**src/hw/rtl/sortq_pkg.sv**
```systemverilog
// ----------------------------------------------------------------------------
// sortq_pkg
// Shared types and codes for the sorted priority queue.
// ----------------------------------------------------------------------------
`timescale 1ns / 1ps
`default_nettype none

package sortq_pkg;

    localparam logic FUNC_INSERT = 1'b0;
    localparam logic FUNC_REMOVE = 1'b1;

    typedef enum logic [1:0] {
        ST_INSERTED = 2'd0,
        ST_REMOVED  = 2'd1,
        ST_EMPTY    = 2'd2,
        ST_FULL     = 2'd3
    } t_status;

    typedef enum logic {
        S_IDLE = 1'b0,
        S_RESP = 1'b1
    } t_state;

    typedef struct packed {
        logic exec;
        logic func;
    } t_dp_cmd;

endpackage

`default_nettype wire

```
**src/hw/rtl/sortq_ctrl.sv**
```systemverilog
// ----------------------------------------------------------------------------
// sortq_ctrl
// Handshake controller: issues one datapath operation per accepted transfer
// and holds the result valid until the receiver takes it.
// ----------------------------------------------------------------------------
`timescale 1ns / 1ps
`default_nettype none

module sortq_ctrl (
    input  wire logic               i_clk,
    input  wire logic               i_rst_n,
    input  wire logic               i_in_valid,
    output logic                    o_in_ready,
    input  wire logic               i_func,
    output logic                    o_out_valid,
    input  wire logic               i_out_ready,
    output sortq_pkg::t_dp_cmd      o_cmd
);
    import sortq_pkg::*;

    t_state r_state;
    t_state n_state;

    always_ff @(posedge i_clk) begin
        if (!i_rst_n) begin
            r_state <= S_IDLE;
        end else begin
            r_state <= n_state;
        end
    end

    always_comb begin
        n_state     = r_state;
        o_out_valid = 1'b0;
        o_in_ready  = 1'b0;
        case (r_state)
            S_IDLE: begin
                o_in_ready = 1'b1;
            end
            S_RESP: begin
                o_out_valid = 1'b1;
                o_in_ready  = i_out_ready;
            end
            default: begin
                o_in_ready = 1'b0;
            end
        endcase
        o_cmd.exec = i_in_valid && o_in_ready;
        o_cmd.func = i_func;
        if (o_cmd.exec) begin
            n_state = S_RESP;
        end else if (r_state == S_RESP && i_out_ready) begin
            n_state = S_IDLE;
        end
    end

endmodule

`default_nettype wire

```
**src/hw/rtl/sortq_dp.sv**
```systemverilog
// ----------------------------------------------------------------------------
// sortq_dp
// Sorted shift-register store with one compare per cell, the entry count and
// the registered result of the last operation.
// ----------------------------------------------------------------------------
`timescale 1ns / 1ps
`default_nettype none

module sortq_dp #(
    parameter int DEPTH    = 16,
    parameter int KEY_BITS = 40,
    parameter int TAG_BITS = 32,
    localparam int CW      = $clog2(DEPTH + 1)
) (
    input  wire logic                i_clk,
    input  wire logic                i_rst_n,
    input  wire sortq_pkg::t_dp_cmd  i_cmd,
    input  wire logic [KEY_BITS-1:0] i_entry_key,
    input  wire logic [TAG_BITS-1:0] i_entry_tag,
    output logic [1:0]               o_status,
    output logic [KEY_BITS-1:0]      o_removed_key,
    output logic [TAG_BITS-1:0]      o_removed_tag,
    output logic [CW-1:0]            o_entry_count,
    output logic                     o_now_empty
);
    import sortq_pkg::*;

    logic [KEY_BITS-1:0] r_key [DEPTH];
    logic [TAG_BITS-1:0] r_tag [DEPTH];
    logic [CW-1:0]       r_count;
    logic [CW-1:0]       n_count;
    t_status             r_status;
    t_status             n_status;
    logic [KEY_BITS-1:0] r_rkey;
    logic [TAG_BITS-1:0] r_rtag;
    logic [DEPTH-1:0]    le;
    logic                full;
    logic                empty;
    logic                do_ins;
    logic                do_rem;

    assign full   = (r_count == CW'(DEPTH));
    assign empty  = (r_count == '0);
    assign do_ins = i_cmd.exec && (i_cmd.func == FUNC_INSERT) && !full;
    assign do_rem = i_cmd.exec && (i_cmd.func == FUNC_REMOVE) && !empty;

    // A cell holds its entry when its key orders at or before the new key.
    for (genvar g = 0; g < DEPTH; g++) begin : g_cell
        assign le[g] = (CW'(g) < r_count) && (r_key[g] <= i_entry_key);

        always_ff @(posedge i_clk) begin
            if (do_ins && !le[g]) begin
                if (g == 0) begin
                    r_key[g] <= i_entry_key;
                    r_tag[g] <= i_entry_tag;
                end else if (le[(g == 0) ? 0 : g - 1]) begin
                    r_key[g] <= i_entry_key;
                    r_tag[g] <= i_entry_tag;
                end else begin
                    r_key[g] <= r_key[(g == 0) ? 0 : g - 1];
                    r_tag[g] <= r_tag[(g == 0) ? 0 : g - 1];
                end
            end else if (do_rem && g < DEPTH - 1) begin
                r_key[g] <= r_key[(g < DEPTH - 1) ? g + 1 : g];
                r_tag[g] <= r_tag[(g < DEPTH - 1) ? g + 1 : g];
            end
        end
    end

    always_comb begin
        n_count  = r_count;
        n_status = ST_INSERTED;
        if (i_cmd.func == FUNC_INSERT) begin
            n_status = full ? ST_FULL : ST_INSERTED;
        end else begin
            n_status = empty ? ST_EMPTY : ST_REMOVED;
        end
        if (do_ins) begin
            n_count = r_count + CW'(1);
        end else if (do_rem) begin
            n_count = r_count - CW'(1);
        end
    end

    always_ff @(posedge i_clk) begin
        if (!i_rst_n) begin
            r_count <= '0;
        end else begin
            r_count <= n_count;
        end
    end

    always_ff @(posedge i_clk) begin
        if (i_cmd.exec) begin
            r_status <= n_status;
            r_rkey   <= do_rem ? r_key[0] : '0;
            r_rtag   <= do_rem ? r_tag[0] : '0;
        end
    end

    assign o_status      = r_status;
    assign o_removed_key = r_rkey;
    assign o_removed_tag = r_rtag;
    assign o_entry_count = r_count;
    assign o_now_empty   = (r_count == '0);

    a_count_bound : assert property (@(posedge i_clk) disable iff (!i_rst_n)
        r_count <= CW'(DEPTH))
        else $error("entry count exceeds depth");

    a_insert_grows : assert property (@(posedge i_clk) disable iff (!i_rst_n)
        do_ins |=> r_count == $past(r_count) + CW'(1))
        else $error("insert did not grow the count");

    a_idle_holds : assert property (@(posedge i_clk) disable iff (!i_rst_n)
        !i_cmd.exec |=> $stable(r_count))
        else $error("count changed without an operation");

    a_remove_sorted : assert property (@(posedge i_clk) disable iff (!i_rst_n)
        (do_rem && r_count > CW'(1)) |-> r_key[0] <= r_key[1])
        else $error("front entries out of key order");

endmodule

`default_nettype wire

```
**src/hw/rtl/sorted_priority_queue_unit.sv**
```systemverilog
// ----------------------------------------------------------------------------
// sorted_priority_queue_unit
// Bounded priority queue holding entries sorted by ascending key.
// ----------------------------------------------------------------------------
// Usage: an input transfer carries i_func (insert or remove), i_entry_key and
// i_entry_tag. Each input transfer yields exactly one output transfer with the
// status, the removed key and tag (zero unless an entry was removed), the
// entry count after the operation and an empty flag. Equal keys leave in
// arrival order. An insert on a full queue and a remove on an empty queue
// leave the contents unchanged and are flagged in the status.
// The result is registered at the edge that accepts the input. A new input is
// taken in the same cycle that the pending result is transferred, so the queue
// sustains one operation per cycle while the receiver is ready; every cell
// compares its key with the new key in parallel and shifts in one step.
// When the receiver stalls, the result holds and o_in_ready stays low.
// Reset empties the queue at once; no clearing pass is needed.
// ----------------------------------------------------------------------------
`timescale 1ns / 1ps
`default_nettype none

module sorted_priority_queue_unit #(
    parameter int DEPTH    = 16,
    parameter int KEY_BITS = 40,
    parameter int TAG_BITS = 32
) (
    input  wire logic                          i_clk,
    input  wire logic                          i_rst_n,
    input  wire logic                          i_in_valid,
    output logic                               o_in_ready,
    input  wire logic                          i_func,
    input  wire logic [KEY_BITS-1:0]           i_entry_key,
    input  wire logic [TAG_BITS-1:0]           i_entry_tag,
    output logic                               o_out_valid,
    input  wire logic                          i_out_ready,
    output logic [1:0]                         o_status,
    output logic [KEY_BITS-1:0]                o_removed_key,
    output logic [TAG_BITS-1:0]                o_removed_tag,
    output logic [$clog2(DEPTH + 1)-1:0]       o_entry_count,
    output logic                               o_now_empty
);
    import sortq_pkg::*;

    t_dp_cmd cmd;

    sortq_ctrl u_ctrl (
        .i_clk       (i_clk),
        .i_rst_n     (i_rst_n),
        .i_in_valid  (i_in_valid),
        .o_in_ready  (o_in_ready),
        .i_func      (i_func),
        .o_out_valid (o_out_valid),
        .i_out_ready (i_out_ready),
        .o_cmd       (cmd)
    );

    sortq_dp #(
        .DEPTH    (DEPTH),
        .KEY_BITS (KEY_BITS),
        .TAG_BITS (TAG_BITS)
    ) u_dp (
        .i_clk         (i_clk),
        .i_rst_n       (i_rst_n),
        .i_cmd         (cmd),
        .i_entry_key   (i_entry_key),
        .i_entry_tag   (i_entry_tag),
        .o_status      (o_status),
        .o_removed_key (o_removed_key),
        .o_removed_tag (o_removed_tag),
        .o_entry_count (o_entry_count),
        .o_now_empty   (o_now_empty)
    );

endmodule

`default_nettype wire
```
**config.mk**
```make
export PLATFORM = sky130hd
export DESIGN_NAME = sorted_priority_queue_unit
export DESIGN_NICKNAME = d
export VERILOG_FILES = /design/src/hw/rtl/sortq_pkg.sv /design/src/hw/rtl/sortq_ctrl.sv /design/src/hw/rtl/sortq_dp.sv /design/src/hw/rtl/sorted_priority_queue_unit.sv
export SDC_FILE = /design/constraint.sdc
export NUM_CORES = 2
export LEC_CHECK = 0
export ABC_CLOCK_PERIOD_IN_PS = 11000
export BUFFER_PORTS_ARGS = -buffer_cell sky130_fd_sc_hd__buf_2
export CORE_UTILIZATION = 40
export DETAILED_ROUTE_END_ITERATION = 8
export GPL_TIMING_DRIVEN = 0
export PLACE_DENSITY = 0.63
export SLEW_MARGIN = 5
export SYNTH_ARGS = -nofsm -noshare
export SYNTH_HDL_FRONTEND = slang
export SYNTH_SLANG_ARGS = --single-unit
```
**constraint.sdc**
```tcl
create_clock -name i_clk -period 11 [get_ports i_clk]
set_clock_uncertainty 0.15 [all_clocks]
set_input_delay 2.2 -clock i_clk [delete_from_list [all_inputs] [get_ports i_clk]]
set_output_delay 2.2 -clock i_clk [all_outputs]
set_load 0.03 [all_outputs]
```
## Word-level counts from Yosys, hierarchy flattened

Memories as Yosys holds them, arrays and structs flattened.
Cells that the tools add are included.

- $add $sub $neg: 2
- Magnitude comparators: 32
- Equal/unequal tests: 1
- Multiplexer cells: 192
- Bitwise gates (word level): 62
- Reductions and logical operators: 59

Operator list:

| cell | number |
|---|---|
| $mux W40 | 30 |
| $mux W32 | 30 |
| $le A40 B40 Y1 | 16 |
| $mux W1 | 126 |
| $or A1 B1 Y1 | 60 |
| $lt A4 B5 Y1 const A | 8 |
| $logic_and A1 B1 Y1 | 38 |
| $lt A3 B5 Y1 const A | 4 |
| $logic_not A1 Y1 | 18 |
| $lt A1 B5 Y1 const A | 2 |
| $lt A2 B5 Y1 const A | 2 |
| $mux W5 | 2 |
| $mux W2 | 3 |
| $add A5 B1 Y5 const B | 1 |
| $eq A5 B5 Y1 const B | 1 |
| $logic_not A5 Y1 | 1 |
| $sub A5 B1 Y5 const B | 1 |
| $reduce_bool A2 Y1 | 2 |
| $not A1 Y1 | 2 |
| $pmux W1 S2 | 1 |

- Bits in registers: 80
- Bits in writable memories: 1152
- Input port bits: 77
- Output and inout bits: 82
- Word-level logic and storage cells: 355
- Memories: 2

Memory list:

| name | depth | width | read ports | clocked after Yosys merged registers in | wr ports | RTL line | text |
|---|---|---|---|---|---|---|---|
| u_dp.r_key | 16 | 40 | 16 | 0 | 16 | sortq_dp.sv:28 | `logic [KEY_BITS-1:0] r_key [DEPTH];` |
| u_dp.r_tag | 16 | 32 | 16 | 0 | 16 | sortq_dp.sv:29 | `logic [TAG_BITS-1:0] r_tag [DEPTH];` |

## Logic depth before layout (Yosys ltp)

- Word-level depth: 10
- Gate-level depth with buffers: 14
- Depth with buffers taken out: 10

## Modules after synthesis

From an unflattened synthesis, not the netlist that was laid out.

- Cell total of the unflattened synthesis: 6672
- Area total of the unflattened synthesis: 72140.4 µm²

Modules (own cells, without submodules):

| module | times used | cells each | area an instance (µm²) | seq. area each (µm²) |
|---|---|---|---|---|
| sortq_dp | 1 | 6665 | 72067.9 | 36915.4 |
| sortq_ctrl | 1 | 7 | 72.6 | 20.0 |

## Worst setup path after synthesis

Ideal clock, no wire load.

- Kind: input port to flip-flop
- Start: in i_out_ready
- End: mem u_dp.r_key[0][0], enable pin
- Library setup time: 0.601 ns
- Arrival: 9.448 ns
- Required time: 10.249 ns
- Setup slack: 0.801 ns
- Stages: 6
- Path buffers: 2
- Path through: nand2b_1 > and2_1 > buf_2 > nand3_1 > buf_2 > o21ai_0

RTL lines:

| item | RTL line | text |
|---|---|---|
| start, declared | sorted_priority_queue_unit.sv:34 | `input wire logic i_out_ready,` |
| end, declared | sortq_dp.sv:28 |  |

==> metrics.md <==
| Metric | Value |
|---|---|
| Status | finished, violations left |
| Failing checks | max-capacitance violations, max-slew violations |
| HP Class | reg -> reg |
| Post-synthesis register bit count | 1232 |
| CP arrival | 8.39 ns |
| R2r endpoint | u_dp.r_tag[12][24] |
| Pwr Total | 0.0165 W |
| Post-layout net count | 7121 |
| Slowest stage delay, CP | 1.10 ns |
| Antenna-violating nets left | 0 |
| Slew HR | -3.33% |
| Switch Pwr | 0.00607 W |
| Startpoint Class | primary input |
| Count of input and output buffers | 158 |
| Measured slew at the worst slew-check pin | 1.55 ns |
| Final GP Congestion | 1.02 |
| Leak | 28.8 nW |
| Die Y | 419 µm |
| Final Hold Vio Count | 0 |
| Synth Area per Inst | 11.5 µm² |
| RSZ-0062 raised after global routing | false |
| Pwr dens | 209 nW/µm² |
| WS Path Type | in -> reg |
| Tot GR Track Use | 33.0% |
| I/O Pins | 159 |
| Synth top area share | 52.8% |
| Crit-path leading delay family | simple AND/OR/NAND/NOR gates |
| Reg2Reg Depth | 12 |
| Synth area leader | edfxtp_1 |
| Reg power frac | 43.3% |
| Largest net degree at the start of global routing | 58 |
| Min Clock Period, post-route | 8.00 ns |
| Number of synthesized flops with an enable pin | 1226 |
| Worst setup EP type | flop |
| Starting Density | 40.4% |
| Synth warnings | 0 |
| TritonCTS buffer count | 141 |
| Final core utilization | 45.9% |
| Ranking of synthesized cells by area | edfxtp_1, ha_1, a22oi_1, o21ai_0, a21oi_1 |
| Final Max Tran Viols | 22 |
| Synthesized net count | 6766 |
| Area growth syn-to-layout | 13.5% |
| WL per Instance | 33.6 µm |
| Number of distinct library cells after synthesis | 67 |
| DR DRC count | 0 |
| R2r setup slk | 4.49 ns |
| Vias per cell | 6.85 |
| Placed cells | 8566 |
| Hold_buf cts | 0 |
| CP max-delay cell | nor4_2 |
| Max cap viols | 3 |
| Cts repair resizes | 0 |
| Clk buf depth | 3 |
| Worst vdd ir | 0.000214 V |
| Int Pwr | 0.0105 W |
| Critical-path cell list | buf_2, inv_1, ha_1, nand4_1, nor4_2, nand4_1, a21oi_1, o31ai_2, a221oi_4, buf_2, clkbuf_1, o21ai_0 |
| Die area | 176000 µm² |
| Clock sinks | 1232 |
| Metal3 WL | 39.2 mm |
| Synth cell count leaders | edfxtp_1, o21ai_0, ha_1 |
| Crit path depth | 12 |
| Core Region | 172000 µm² |
| CTS root buf | clkbuf_16 |
| Cells after synthesis | 6046 |
| Antenna violations before repair | 34 |
| CP max FO | 16 |
| Global route total overflow | 0 |
| Worst reg2reg path startpoint | u_dp.o_entry_count[3] |
| Critical path startpoint | i_entry_key[34] |
| Final non-filler cell total | 8850 |
| Met2 wire length | 124 mm |
| Clock-pin slew on the worst setup and hold paths | 0.06 ns |
| Layout cells sized above 1 | 9.80% |
| DRT iter0 DRCs | 9826 |
| Sw frac | 36.7% |
| DP HPWL | 220 mm |
| CP bufs+invs | 4 |
| Mapped Area | 69700 µm² |
| M1 WL | 110 mm |
| First-pass GRT wire length | 417 mm |
| Sequential share of the synthesized area | 53.0% |
| Top Metal Used | met5 |
| CTS tree | done |
| # setup viols final | 0 |
| Combinational share of power | 28.3% |
| Worst hold slack | 0.382 ns |
| Async S/R FF share, synth | 0% |
| Setup bufs post-CTS | 0 |
| Final wirelength | 297 mm |
| Ys flop type | edfxtp_1 |
| Worst Setup EP | u_dp.r_key[0][173] |
| Final period util | 72.7% |
| # H-tree levels | 4 |
| Initial DRT Pass Iterations | 7 |
| Dominant cell by count in the synthesized netlist | edfxtp_1 |
| Critical Path RT | 11.38 ns |
| Clk pwr share | 28.5% |
| Vias in the first global route | 56851 |
| Worst skew pair latency | 0.84 ns |
| # rows | 152 |
| Total number of vias | 60610 |
| Die X | 419 µm |
| Highest Clock Rate | 0.125 GHz |
==> through the flow <==
step	instance area, µm²	worst slack [ns]	setup TNS [ns]
2_1_floorplan	69700	0.801	0
3_3_place_gp	73400	-9.53	-1494.42
3_5_place_dp	74600	2.64	0
4_1_cts	79000	3.48	0
5_1_grt	79100	3.22	0
6_report	79100	3.00	0
==> power by group through the flow <==
stage / logic (W) / registers, W / clock network [W]
final: 0.00468 / 0.00716 / 0.00471
after floorplan: 0.00258 / 0.00696 / 0
after global placement: 0.00413 / 0.00735 / 0
after detailed placement: 0.00447 / 0.00719 / 0
after CTS: 0.00448 / 0.00710 / 0.00469
after global routing: 0.00492 / 0.00719 / 0.00485
==> registers in the layout, summed over array words and instances, names as in the netlist <==
signal and count:
u_dp.o_removed_tag 32, u_dp.r_key 640, u_dp.o_status 2, u_dp.r_tag 512, u_dp.o_entry_count 5, u_dp.o_removed_key 40, u_ctrl.r_state 1
==> layout by cell type (no fill, tap or decap), drive strengths merged, types with 8 or more instances in the layout <==
master	netlist	layout
nand4	127	127
nand3	77	77
a21oi	638	638
nand2b	9	9
clkbuf	349	533
a211oi	14	14
mux2i	86	86
and2	152	152
a21o	100	100
o211ai	25	25
a221o	292	292
nor3	21	21
diode	0	31
edfxtp	1226	1226
a221oi	18	18
or3	8	8
buf	110	319
mux2	73	73
a22oi	586	586
nor2	137	137
ha	643	643
clkinv	0	50
and4	8	8
nand2	470	470
nor2b	17	17
o31ai	11	11
o21a	10	10
nor4	32	32
inv	69	76
o21ai	668	668
==> kinds of logic after synthesis <==
group | Yosys count | synth area share (%)
adders and majority gates | 643 | 11.5
xor gates and xnor gates | 4 | 0.0503
and+or+nand+nor | 1070 | 7.33
muxes | 159 | 2.41
DFF | 1232 | 53.0
buffers and inverters | 528 | 3.11
AOI/OAI and AO/OA | 2410 | 22.6
==> area by class of cell <==
class	count	area [µm²]
flip-flops and latches	1232	36900
inverters	69	259
clock buffers	182	3770
repair buffers	212	1810
well taps	2310	2890
multi-input cells	4286	30800
diodes	31	77.6
plain buffers	459	1920
fillers	15822	93200
clock inverters	69	619
==> worst min-delay path by stage <==
stage / start / end / slack, ns / cells past startpoint
2_1_floorplan: u_dp.r_tag[1][0] / u_dp.r_tag[0][0] / 0.37 / 2
3_3_place_gp: u_ctrl.r_state / u_ctrl.r_state / 0.35 / 2
3_5_place_dp: u_ctrl.r_state / u_ctrl.r_state / 0.38 / 2
4_1_cts: u_ctrl.r_state / u_ctrl.r_state / 0.39 / 2
5_1_grt: u_dp.r_tag[15][7] / u_dp.r_tag[14][7] / 0.41 / 1
6_report: u_ctrl.r_state / u_ctrl.r_state / 0.38 / 2
==> routing by layer <==
metal | global-route usage (%) | vias up
met1 | 42.5 | 29919
met2 | 46.8 | 4793
li1 | - | 24907
met3 | 9.94 | 971
met4 | 23.7 | 20
met5 | 0 | -
==> worst reg2reg max path, stage by stage, from the launching register on <==
cell and delay (ns):
dfxtp_1 0.47, buf_2 0.28, or2_2 0.36, nor2_1 0.32
nand2_1 0.32, nand3_1 0.37, buf_2 0.41, clkbuf_1 1.10
clkbuf_1 1.04, nand4_1 0.71, buf_8 0.38, buf_8 0.17
buf_8 0.18
Note: power is estimated with default switching activity, not from simulation.
